`config.mk`:
```
export PLATFORM = sky130hd
export DESIGN_NAME = nec_ir_frame_decoder_top_flat
export DESIGN_NICKNAME = d
export VERILOG_FILES = /design/src/rtl/nir_pkg.sv /design/src/rtl/nir_if.sv /design/src/rtl/nir_match.sv /design/src/rtl/nec_ir_frame_decoder_top.sv /design/src/flat_wrapper.sv
export SDC_FILE = /design/constraint.sdc
export NUM_CORES = 2
export LEC_CHECK = 0
export BUFFER_PORTS_ARGS = -buffer_cell sky130_fd_sc_hd__buf_2
export CORE_MARGIN = 2
export CORE_UTILIZATION = 25
export CTS_CLUSTER_DIAMETER = 60
export DETAILED_ROUTE_END_ITERATION = 7
export MAX_ROUTING_LAYER = met4
export PLACE_DENSITY = 0.44
export SLEW_MARGIN = 20
export SYNTH_ARGS = -nofsm -noshare
export SYNTH_HDL_FRONTEND = slang
export SYNTH_SLANG_ARGS = --single-unit
```
`constraint.sdc`:
```
create_clock -name i_clk -period 16.3 [get_ports i_clk]
set_input_delay 0.815 -clock i_clk [delete_from_list [all_inputs] [get_ports i_clk]]
set_output_delay 0.815 -clock i_clk [all_outputs]
set_load 0.01 [all_outputs]
```
`src/rtl/nir_pkg.sv`:
```
// Package for the NEC infrared frame decoder: widths, register indexes,
// reset values and the shared item and match types. No dependencies.
package nir_pkg;

    localparam int DUR_W      = 15;
    localparam int TOL_W      = 7;
    localparam int LIM_W      = DUR_W + TOL_W;
    localparam int CNT_W      = 6;
    localparam int FRAME_BITS = 32;
    localparam int NUM_DUR    = 6;
    localparam int CFG_IDX_W  = 3;
    localparam int ADDR_W     = 16;
    localparam int BYTE_W     = 8;

    localparam logic [CNT_W-1:0]  FULL_ITEMS = CNT_W'(34);
    localparam logic [CNT_W-1:0]  LAST_BIT   = CNT_W'(FRAME_BITS);
    localparam logic [BYTE_W-1:0] BYTE_MASK  = 8'hFF;

    typedef logic [DUR_W-1:0] t_dur;
    typedef logic [TOL_W-1:0] t_tol;
    typedef logic [LIM_W-1:0] t_lim;
    typedef logic [CNT_W-1:0] t_cnt;

    typedef enum logic [CFG_IDX_W-1:0] {
        CFG_LEADER_MARK  = 3'd0,
        CFG_LEADER_SPACE = 3'd1,
        CFG_REPEAT_SPACE = 3'd2,
        CFG_BIT_MARK     = 3'd3,
        CFG_ONE_SPACE    = 3'd4,
        CFG_ZERO_SPACE   = 3'd5,
        CFG_TOLERANCE    = 3'd6
    } t_cfg_idx;

    localparam t_tol TOL_RST = 7'd25;

    localparam t_dur DUR_RST [NUM_DUR] = '{
        15'd9000, 15'd4500, 15'd2250, 15'd560, 15'd1690, 15'd560
    };

    localparam t_lim LIM_RST [NUM_DUR] = '{
        22'(9000 * 25), 22'(4500 * 25), 22'(2250 * 25),
        22'(560 * 25), 22'(1690 * 25), 22'(560 * 25)
    };

    typedef struct packed {
        t_dur mark_time;
        t_dur space_time;
        logic last_item;
    } t_item;

    typedef struct packed {
        logic lead_mark;
        logic data_mark;
        logic rpt_space;
        logic lead_space;
        logic hi_space;
        logic lo_space;
    } t_match;

endpackage

```
`src/rtl/nir_if.sv`:
```
// Handshake channels of the NEC infrared frame decoder: captured items in,
// decoded results out. Depends on nir_pkg.
interface nir_item_if;
    import nir_pkg::*;

    logic valid;
    logic ready;
    t_dur mark_time;
    t_dur space_time;
    logic last_item;

    modport source (output valid, output mark_time, output space_time,
                    output last_item, input ready);
    modport sink   (input valid, input mark_time, input space_time,
                    input last_item, output ready);
endinterface

interface nir_result_if;
    import nir_pkg::*;

    logic                valid;
    logic                ready;
    logic                ok;
    logic                is_repeat;
    logic                is_extended;
    logic [ADDR_W-1:0]   address;
    logic [BYTE_W-1:0]   command;
    logic [FRAME_BITS-1:0] raw_word;

    modport source (output valid, output ok, output is_repeat, output is_extended,
                    output address, output command, output raw_word, input ready);
    modport sink   (input valid, input ok, input is_repeat, input is_extended,
                    input address, input command, input raw_word, output ready);
endinterface

```
`src/rtl/nir_match.sv`:
```
// Duration window compares for one captured item against all six expected
// durations, using precomputed tolerance limits. Depends on nir_pkg.
module nir_match (
    input  nir_pkg::t_item  i_item,
    input  nir_pkg::t_dur   i_dur [nir_pkg::NUM_DUR],
    input  nir_pkg::t_lim   i_lim [nir_pkg::NUM_DUR],
    output nir_pkg::t_match o_match
);
    import nir_pkg::*;

    function automatic logic near(input t_dur got, input t_dur want, input t_lim lim);
        t_dur diff;
        t_lim diff_x100;
        diff      = (got > want) ? t_dur'(got - want) : t_dur'(want - got);
        diff_x100 = (t_lim'(diff) << 6) + (t_lim'(diff) << 5) + (t_lim'(diff) << 2);
        return diff_x100 <= lim;
    endfunction

    assign o_match.lead_mark  = near(i_item.mark_time, i_dur[CFG_LEADER_MARK],
                                     i_lim[CFG_LEADER_MARK]);
    assign o_match.data_mark  = near(i_item.mark_time, i_dur[CFG_BIT_MARK],
                                     i_lim[CFG_BIT_MARK]);
    assign o_match.rpt_space  = near(i_item.space_time, i_dur[CFG_REPEAT_SPACE],
                                     i_lim[CFG_REPEAT_SPACE]);
    assign o_match.lead_space = near(i_item.space_time, i_dur[CFG_LEADER_SPACE],
                                     i_lim[CFG_LEADER_SPACE]);
    assign o_match.hi_space   = near(i_item.space_time, i_dur[CFG_ONE_SPACE],
                                     i_lim[CFG_ONE_SPACE]);
    assign o_match.lo_space   = near(i_item.space_time, i_dur[CFG_ZERO_SPACE],
                                     i_lim[CFG_ZERO_SPACE]);

endmodule

```
`src/rtl/nec_ir_frame_decoder_top.sv`:
```
// Top level of the NEC / extended NEC infrared frame decoder: config registers,
// three-stage item pipeline and result register. Depends on nir_pkg, nir_if,
// nir_match.
//
//  channel   direction  handshake          payload
//  i_item    in         valid/ready        mark_time, space_time, last_item
//  o_result  out        valid/ready        ok, is_repeat, is_extended, address,
//                                          command, raw_word
//  i_cfg_*   in         write enable only  register index, 15-bit data
//
// One item per cycle sustained unless a last item waits on a stalled result; a request
// passes the input register and match register before the frame state and result register.
// Tolerance limits are multiplied out in the config write cycle.
// Synchronous active-low reset clears valids and frame state; config returns
// to defaults. A stalled result holds the pipeline only when a last item waits.
module nec_ir_frame_decoder_top (
    input  logic                           i_clk,
    input  logic                           i_rst_n,
    nir_item_if.sink                       i_item,
    nir_result_if.source                   o_result,
    input  logic                           i_cfg_we,
    input  logic [nir_pkg::CFG_IDX_W-1:0]  i_cfg_idx,
    input  logic [nir_pkg::DUR_W-1:0]      i_cfg_data
);
    import nir_pkg::*;

    t_dur r_dur [NUM_DUR];
    t_lim r_lim [NUM_DUR];
    t_tol r_tol;

    always_ff @(posedge i_clk) begin
        if (!i_rst_n) begin
            r_dur <= DUR_RST;
            r_lim <= LIM_RST;
            r_tol <= TOL_RST;
        end else if (i_cfg_we) begin
            unique case (t_cfg_idx'(i_cfg_idx))
                CFG_LEADER_MARK, CFG_LEADER_SPACE, CFG_REPEAT_SPACE,
                CFG_BIT_MARK, CFG_ONE_SPACE, CFG_ZERO_SPACE: begin
                    r_dur[i_cfg_idx] <= i_cfg_data;
                    r_lim[i_cfg_idx] <= t_lim'(i_cfg_data) * t_lim'(r_tol);
                end
                CFG_TOLERANCE: begin
                    r_tol <= i_cfg_data[TOL_W-1:0];
                    for (int k = 0; k < NUM_DUR; k++) begin
                        r_lim[k] <= t_lim'(r_dur[k]) * t_lim'(i_cfg_data[TOL_W-1:0]);
                    end
                end
                default: begin
                end
            endcase
        end
    end

    logic   r_a_valid;
    t_item  r_a_item;
    logic   r_b_valid;
    logic   r_b_last;
    t_match r_b_match;
    t_match w_match;

    t_cnt              r_cnt;
    logic [FRAME_BITS-1:0] r_shift;
    logic              r_fail;
    logic              r_rep;

    logic                  r_o_valid;
    logic                  r_o_ok;
    logic                  r_o_rep;
    logic                  r_o_ext;
    logic [ADDR_W-1:0]     r_o_addr;
    logic [BYTE_W-1:0]     r_o_cmd;
    logic [FRAME_BITS-1:0] r_o_raw;

    logic w_b_adv;
    logic w_a_adv;
    logic w_in_req;

    assign w_b_adv  = r_b_valid && !(r_b_last && r_o_valid && !o_result.ready);
    assign w_a_adv  = r_a_valid && (!r_b_valid || w_b_adv);
    assign i_item.ready = !r_a_valid || w_a_adv;
    assign w_in_req = i_item.valid && i_item.ready;

    nir_match u_match (
        .i_item  (r_a_item),
        .i_dur   (r_dur),
        .i_lim   (r_lim),
        .o_match (w_match)
    );

    always_ff @(posedge i_clk) begin
        if (!i_rst_n) begin
            r_a_valid <= 1'b0;
            r_b_valid <= 1'b0;
        end else begin
            if (w_in_req) begin
                r_a_valid <= 1'b1;
            end else if (w_a_adv) begin
                r_a_valid <= 1'b0;
            end
            if (w_a_adv) begin
                r_b_valid <= 1'b1;
            end else if (w_b_adv) begin
                r_b_valid <= 1'b0;
            end
        end
    end

    always_ff @(posedge i_clk) begin
        if (w_in_req) begin
            r_a_item.mark_time  <= i_item.mark_time;
            r_a_item.space_time <= i_item.space_time;
            r_a_item.last_item  <= i_item.last_item;
        end
        if (w_a_adv) begin
            r_b_match <= w_match;
            r_b_last  <= r_a_item.last_item;
        end
    end

    t_cnt                  n_cnt;
    logic [FRAME_BITS-1:0] n_shift;
    logic                  n_fail;
    logic                  n_rep;
    logic [4:0]            w_bitpos;
    logic                  w_ok;
    logic                  w_ext;
    logic [BYTE_W-1:0]     w_alo;
    logic [BYTE_W-1:0]     w_ahi;
    logic [BYTE_W-1:0]     w_cmd;
    logic [BYTE_W-1:0]     w_cmd_inv;

    assign w_bitpos = 5'(r_cnt - t_cnt'(1));

    always_comb begin
        n_shift = r_shift;
        n_fail  = r_fail;
        n_rep   = r_rep;
        priority if (r_cnt == '0) begin
            if (!r_b_match.lead_mark) begin
                n_fail = 1'b1;
            end else if (r_b_match.rpt_space) begin
                n_rep = 1'b1;
            end else if (!r_b_match.lead_space) begin
                n_fail = 1'b1;
            end
        end else if (r_rep) begin
            if (r_cnt == t_cnt'(1) && !r_b_match.data_mark) begin
                n_fail = 1'b1;
            end
        end else if (r_cnt <= LAST_BIT) begin
            if (!r_b_match.data_mark) begin
                n_fail = 1'b1;
            end else if (r_b_match.hi_space) begin
                n_shift = r_shift | (FRAME_BITS'(1) << w_bitpos);
            end else if (!r_b_match.lo_space) begin
                n_fail = 1'b1;
            end
        end else begin
        end
        n_cnt = (r_cnt < FULL_ITEMS) ? t_cnt'(r_cnt + t_cnt'(1)) : r_cnt;
    end

    assign w_alo     = n_shift[7:0];
    assign w_ahi     = n_shift[15:8];
    assign w_cmd     = n_shift[23:16];
    assign w_cmd_inv = n_shift[31:24];

    always_comb begin
        w_ok  = 1'b0;
        w_ext = 1'b0;
        if (n_cnt >= t_cnt'(2) && !n_fail) begin
            if (n_rep) begin
                w_ok = 1'b1;
            end else if (n_cnt >= FULL_ITEMS && (w_cmd ^ w_cmd_inv) == BYTE_MASK) begin
                w_ok  = 1'b1;
                w_ext = (w_alo ^ w_ahi) != BYTE_MASK;
            end
        end
    end

    always_ff @(posedge i_clk) begin
        if (!i_rst_n) begin
            r_cnt     <= '0;
            r_shift   <= '0;
            r_fail    <= 1'b0;
            r_rep     <= 1'b0;
            r_o_valid <= 1'b0;
        end else begin
            if (w_b_adv) begin
                if (r_b_last) begin
                    r_cnt   <= '0;
                    r_shift <= '0;
                    r_fail  <= 1'b0;
                    r_rep   <= 1'b0;
                end else begin
                    r_cnt   <= n_cnt;
                    r_shift <= n_shift;
                    r_fail  <= n_fail;
                    r_rep   <= n_rep;
                end
            end
            if (w_b_adv && r_b_last) begin
                r_o_valid <= 1'b1;
            end else if (o_result.ready) begin
                r_o_valid <= 1'b0;
            end
        end
    end

    always_ff @(posedge i_clk) begin
        if (w_b_adv && r_b_last) begin
            r_o_ok   <= w_ok;
            r_o_rep  <= w_ok && n_rep;
            r_o_ext  <= w_ok && !n_rep && w_ext;
            r_o_cmd  <= (w_ok && !n_rep) ? w_cmd : '0;
            r_o_raw  <= (w_ok && !n_rep) ? n_shift : '0;
            if (!w_ok || n_rep) begin
                r_o_addr <= '0;
            end else if (w_ext) begin
                r_o_addr <= {w_ahi, w_alo};
            end else begin
                r_o_addr <= {8'h00, w_alo};
            end
        end
    end

    assign o_result.valid       = r_o_valid;
    assign o_result.ok          = r_o_ok;
    assign o_result.is_repeat   = r_o_rep;
    assign o_result.is_extended = r_o_ext;
    assign o_result.address     = r_o_addr;
    assign o_result.command     = r_o_cmd;
    assign o_result.raw_word    = r_o_raw;

    a_cnt_bound: assert property (@(posedge i_clk) disable iff (!i_rst_n)
        r_cnt <= FULL_ITEMS)
        else $error("item count beyond saturation");

    a_clear_after_last: assert property (@(posedge i_clk) disable iff (!i_rst_n)
        (w_b_adv && r_b_last) |=> (r_cnt == '0 && !r_fail && !r_rep && r_shift == '0))
        else $error("frame state not cleared after last item");

    a_fail_zero: assert property (@(posedge i_clk) disable iff (!i_rst_n)
        (r_o_valid && !r_o_ok) |->
            (!r_o_rep && !r_o_ext && r_o_addr == '0 && r_o_cmd == '0 && r_o_raw == '0))
        else $error("failed result carries nonzero fields");

    a_repeat_fields: assert property (@(posedge i_clk) disable iff (!i_rst_n)
        (r_o_valid && r_o_rep) |-> (r_o_ok && !r_o_ext && r_o_raw == '0))
        else $error("repeat result with data fields");

    a_no_overwrite: assert property (@(posedge i_clk) disable iff (!i_rst_n)
        (r_o_valid && !o_result.ready) |=> r_o_valid)
        else $error("pending result dropped");

endmodule

```
`src/flat_wrapper.sv`:
```
// flat-port wrapper written by rule: the top's interface ports become plain ports
module nec_ir_frame_decoder_top_flat import nir_pkg::*;
  (i_clk, i_rst_n, i_cfg_we, i_cfg_idx, i_cfg_data, i_item_valid, i_item_mark_time, i_item_space_time, i_item_last_item, i_item_ready, o_result_valid, o_result_ok, o_result_is_repeat, o_result_is_extended, o_result_address, o_result_command, o_result_raw_word, o_result_ready);
  nir_item_if i_item_i ();
  nir_result_if o_result_i ();
  input  logic i_clk;
  input  logic i_rst_n;
  input  logic i_cfg_we;
  input  logic [nir_pkg::CFG_IDX_W-1:0] i_cfg_idx;
  input  logic [nir_pkg::DUR_W-1:0] i_cfg_data;
  input wire logic [$bits(i_item_i.valid)-1:0] i_item_valid;
  input wire logic [$bits(i_item_i.mark_time)-1:0] i_item_mark_time;
  input wire logic [$bits(i_item_i.space_time)-1:0] i_item_space_time;
  input wire logic [$bits(i_item_i.last_item)-1:0] i_item_last_item;
  output wire logic [$bits(i_item_i.ready)-1:0] i_item_ready;
  output wire logic [$bits(o_result_i.valid)-1:0] o_result_valid;
  output wire logic [$bits(o_result_i.ok)-1:0] o_result_ok;
  output wire logic [$bits(o_result_i.is_repeat)-1:0] o_result_is_repeat;
  output wire logic [$bits(o_result_i.is_extended)-1:0] o_result_is_extended;
  output wire logic [$bits(o_result_i.address)-1:0] o_result_address;
  output wire logic [$bits(o_result_i.command)-1:0] o_result_command;
  output wire logic [$bits(o_result_i.raw_word)-1:0] o_result_raw_word;
  input wire logic [$bits(o_result_i.ready)-1:0] o_result_ready;
  assign i_item_i.valid = i_item_valid;
  assign i_item_i.mark_time = i_item_mark_time;
  assign i_item_i.space_time = i_item_space_time;
  assign i_item_i.last_item = i_item_last_item;
  assign i_item_ready = i_item_i.ready;
  assign o_result_valid = o_result_i.valid;
  assign o_result_ok = o_result_i.ok;
  assign o_result_is_repeat = o_result_i.is_repeat;
  assign o_result_is_extended = o_result_i.is_extended;
  assign o_result_address = o_result_i.address;
  assign o_result_command = o_result_i.command;
  assign o_result_raw_word = o_result_i.raw_word;
  assign o_result_i.ready = o_result_ready;
  nec_ir_frame_decoder_top u_core (.i_clk(i_clk), .i_rst_n(i_rst_n), .i_item(i_item_i), .o_result(o_result_i), .i_cfg_we(i_cfg_we), .i_cfg_idx(i_cfg_idx), .i_cfg_data(i_cfg_data));
endmodule
```
==> results.rst <==
.. list-table::
   :header-rows: 1

   * - Metric
     - Value
   * - Master cell of the clock root buffer
     - clkbuf_16
   * - Count of cells resized by post-cts repair
     - 0
   * - Sink count of the clock tree
     - 353
   * - Flip-flop and latch count after synthesis
     - 353
   * - Count of hold buffers inserted by post-cts repair
     - 0
   * - Max-slew violation count
     - 0
   * - Crit path max fanout
     - 11
   * - Area taken by flip-flops and latches
     - 7880 µm²
   * - Launch instance of the worst min-delay path
     - i_item_mark_time[8]
   * - Data arrival, critical path
     - 8870 ps
   * - GRT Overall Usage
     - 17.9%
   * - Final weighted congestion in routability-driven placement
     - 0.934
   * - Total met3 wirelength after detailed routing
     - 8650 µm
   * - Slowest stage delay, CP
     - 640 ps
   * - Area of the die
     - 215000 µm²
   * - Kind of path behind the tightest hold check
     - in2reg
   * - DPL Wire Length
     - 148000 µm
   * - Number of H-tree levels
     - 2
   * - Wire length of the first global-routing pass
     - 286000 µm
   * - Port Buffer Count
     - 114
   * - Die Span Y
     - 463 µm
   * - Io pins
     - 115
   * - Register-to-Register Path Depth
     - 30
   * - Internal Dissipation
     - 3.79 mW
   * - Count of buffers added by post-CTS timing repair for setup
     - 0
   * - Net Switching
     - 3.66 mW
   * - Mapped Nets
     - 7663
   * - Synthesis-to-layout area growth
     - 10.2%
   * - Fill count
     - 22800
   * - Final total power
     - 7.44 mW
   * - Total number of vias
     - 44500
   * - Launching point of the worst reg2reg path
     - u_core.r_a_item[8]$_DFFE_PP_
   * - Routed WL
     - 190000 µm
   * - Sequential area share after synthesis
     - 14.9%
   * - Length of routed met2 wiring
     - 89200 µm
   * - Number of instances in the synthesized netlist
     - 6389
   * - Max cap viols
     - 0
   * - Clock network fraction of design power
     - 17.6%
   * - Post-synthesis cell type count
     - 97
   * - Timing-limited maximum frequency
     - 0.118 GHz
   * - Per-instance average area after synthesis
     - 8.26 µm²
   * - Remaining Overflow, GRT
     - 0
   * - Effective utilization at floorplan
     - 25.2%
   * - Iteration-0 DRC Markers
     - 3037
   * - Maximum root-to-sink buffer count
     - 3
   * - DR vias/cell
     - 4.86
   * - Post-synthesis instance area
     - 52800 µm²
   * - Outcome
     - finished clean
   * - Number of CTS-inserted buffers
     - 59
   * - Syn. warnings
     - 0
   * - Worst Setup Start Kind
     - flip-flop
   * - Largest net degree at the start of global routing
     - 69
   * - Share of total power in combinational logic
     - 68.8%
   * - Clock skew
     - 34.3 ps
   * - Number of failing setup endpoints in the final timing report
     - 0
   * - Fraction of power spent switching nets
     - 49.1%
   * - Minimum clock period
     - 8470 ps
   * - Worst vdd rail ir drop
     - 0.113 mV
   * - Site row count
     - 168
   * - Ratio of total power to cell area
     - 128 nW/µm²
   * - Endpoint type of the worst setup path
     - flip-flop
   * - Drt wl/cell
     - 20.8 µm
   * - Total Negative Setup Slacks
     - 0 ps
   * - Worst skew pair latency
     - 690 ps
   * - RSZ-0062 raised after global routing
     - false
   * - Crit path launch
     - u_core.r_a_item[8]$_DFFE_PP_
   * - Floorplan Core Area
     - 210000 µm²
   * - Seq pwr share
     - 13.6%
   * - Transition time at the pin with the least slew margin
     - 1090 ps
   * - Post-DRT Antenna Nets
     - 0
   * - Clock slew at reported path FFs
     - 60 ps
   * - Clock tree from TritonCTS
     - yes
   * - Library cell contributing the largest single delay on the critical path
     - or4b_2
   * - Chip Width
     - 463 µm
   * - Final layout net count
     - 7555
   * - Tcrit/Tclk final
     - 51.9%
   * - Uppermost layer routed
     - met4
   * - Headroom to the max-slew limit
     - 27.5%
   * - Leakage power
     - 26.9 nW
   * - Path type of the worst setup path
     - reg2reg
   * - Antenna violations before repair
     - 18
   * - Final Hold Fails
     - 0
   * - Crit path required time
     - 16700 ps
   * - Final hold slack
     - 310 ps
   * - Remaining routing DRC violations
     - 0
   * - Ys flop type
     - dfxtp_1
   * - Post-synth EDFFs
     - 81
   * - Worst hold stages
     - 1
   * - Area used by multi-input combinational logic
     - 40400 µm²
   * - Length of the first detailed-routing pass in iterations
     - 6
   * - Vias in the first global route
     - 44700
   * - Share of async-settable or async-resettable flops after synthesis
     - 0%
   * - Fraction of layout instances using a drive strength above 1
     - 6.11%
   * - DRT met1 WL
     - 86000 µm
## synth_stat cells, types with 81 or more instances
library cell | instances | share of area [%]
a21boi_0 | 86 | 1.2
a21o_1 | 156 | 2.2
a21oi_1 | 320 | 3.0
a221oi_1 | 112 | 1.9
and2_1 | 217 | 2.6
clkbuf_1 | 305 | 2.2
dfxtp_1 | 272 | 10
edfxtp_1 | 81 | 4.6
fa_1 | 526 | 20
ha_1 | 694 | 16
inv_1 | 841 | 6.0
nand2_1 | 897 | 6.4
nand3_1 | 90 | 0.85
nor2_1 | 321 | 2.3
nor3_1 | 91 | 0.86
o21ai_0 | 255 | 2.4
xnor2_1 | 204 | 3.4
xor2_1 | 91 | 1.5
## worst paths after layout
check / end / slack, ps
worst max-delay path: u_core.r_b_match[1]$_DFFE_PP_ / 7830
worst min-delay path: u_core.r_a_item[24]$_DFFE_PP_ / 310
worst max register to register: u_core.r_b_match[1]$_DFFE_PP_ / 7830
worst min register to register: u_core.r_lim[88]$_SDFFE_PN0P_ / 450
## layout by cell type (no fill, tap or decap), types with 30 or more instances in the layout
| master | Yosys | layout |
|---|---|---|
| buf_4 | 17 | 85 |
| nor2b_1 | 60 | 59 |
| ha_1 | 694 | 694 |
| and3_1 | 53 | 52 |
| nor3_1 | 91 | 90 |
| nand2b_1 | 40 | 40 |
| inv_1 | 841 | 841 |
| buf_2 | 21 | 106 |
| a21boi_0 | 86 | 85 |
| and2_1 | 217 | 215 |
| edfxtp_1 | 81 | 81 |
| o211ai_1 | 49 | 49 |
| o21ai_0 | 255 | 255 |
| a21o_1 | 156 | 156 |
| xor2_1 | 91 | 90 |
| mux2i_1 | 45 | 45 |
| a221oi_1 | 112 | 112 |
| a31oi_1 | 32 | 32 |
| o21bai_1 | 44 | 44 |
| nand3_1 | 90 | 90 |
| a211oi_1 | 76 | 76 |
| nand2_1 | 897 | 897 |
| a21oi_1 | 320 | 320 |
| nand4_1 | 37 | 37 |
| xnor2_1 | 204 | 201 |
| fa_1 | 526 | 526 |
| dfxtp_1 | 272 | 272 |
| o21a_1 | 30 | 30 |
| nor2_1 | 321 | 316 |
| clkbuf_16 | 0 | 60 |
## flip-flops by register name, summed over array words and instances (netlist names), 6 cells and up
| signal | count |
|---|---|
| u_core.r_a_item | 31 |
| u_core.r_tol | 7 |
| u_core.o_result.address | 13 |
| u_core.r_cnt | 6 |
| u_core.r_b_match | 6 |
| u_core.r_shift | 32 |
| u_core.r_lim | 132 |
| u_core.o_result.raw_word | 27 |
| u_core.r_dur | 90 |
## power groups by stage
stage | registers, mW | logic (mW) | clock network (mW)
6_report | 1.01 | 5.12 | 1.31
5_1_grt | 1.02 | 5.75 | 1.38
4_1_cts | 1.01 | 5.15 | 1.35
3_5_place_dp | 1.03 | 5.11 | 0
3_3_place_gp | 1.03 | 5.12 | 0
2_1_floorplan | 0.987 | 3.57 | 0
## layout make-up
type	instances	area share, %
antenna	3	0.0129
clock buffer	68	2.68
tap	2805	6.03
clock inverter	44	0.817
sequential	353	13.5
multi-input combinational	4832	69.4
timing repair buffer	192	2.03
inverter	843	5.44
## layer usage
metal | GRT usage, % | up-vias
met4 | 4.95 | 0
met5 | - | -
met2 | 29.3 | 1114
li1 | - | 21100
met1 | 23.3 | 22000
met3 | 1.97 | 243
## kinds of logic after synthesis
family          share of synthesized area, %
simple gates                            16.6
compound gates                          17.1
fa+ha+maj                               36.5
buf+inv                                 8.78
flops                                   14.9
xor+xnor                                4.94
mux                                     1.19
## metrics by stage
stage / instance area (µm²) / setup slack [ps] / utilization, % / cells
2_1_floorplan: 52800 / 8930 / - / 6389
3_3_place_gp: 56100 / 8070 / 26.8 / 9025
3_5_place_dp: 56100 / 7920 / 26.8 / 9025
4_1_cts: 58200 / 7870 / 27.7 / 9137
5_1_grt: 58200 / 7120 / 27.7 / 9139
6_report: 58200 / 7830 / 27.7 / 9140
## critical path: cells and delay by family, from the launching register on
| family | cells | cell delay [ps] |
|---|---|---|
| AO/OA/AOI/OAI | 15 | 3330 |
| XOR/XNOR | 1 | 490 |
| adder cells (fa/ha/maj) | 5 | 1460 |
| buffers and inverters | 3 | 520 |
| flip-flops | 1 | 500 |
| multiplexers | 1 | 400 |
| AND/OR/NAND/NOR | 5 | 1490 |
Power figures use the tool's default switching activity.
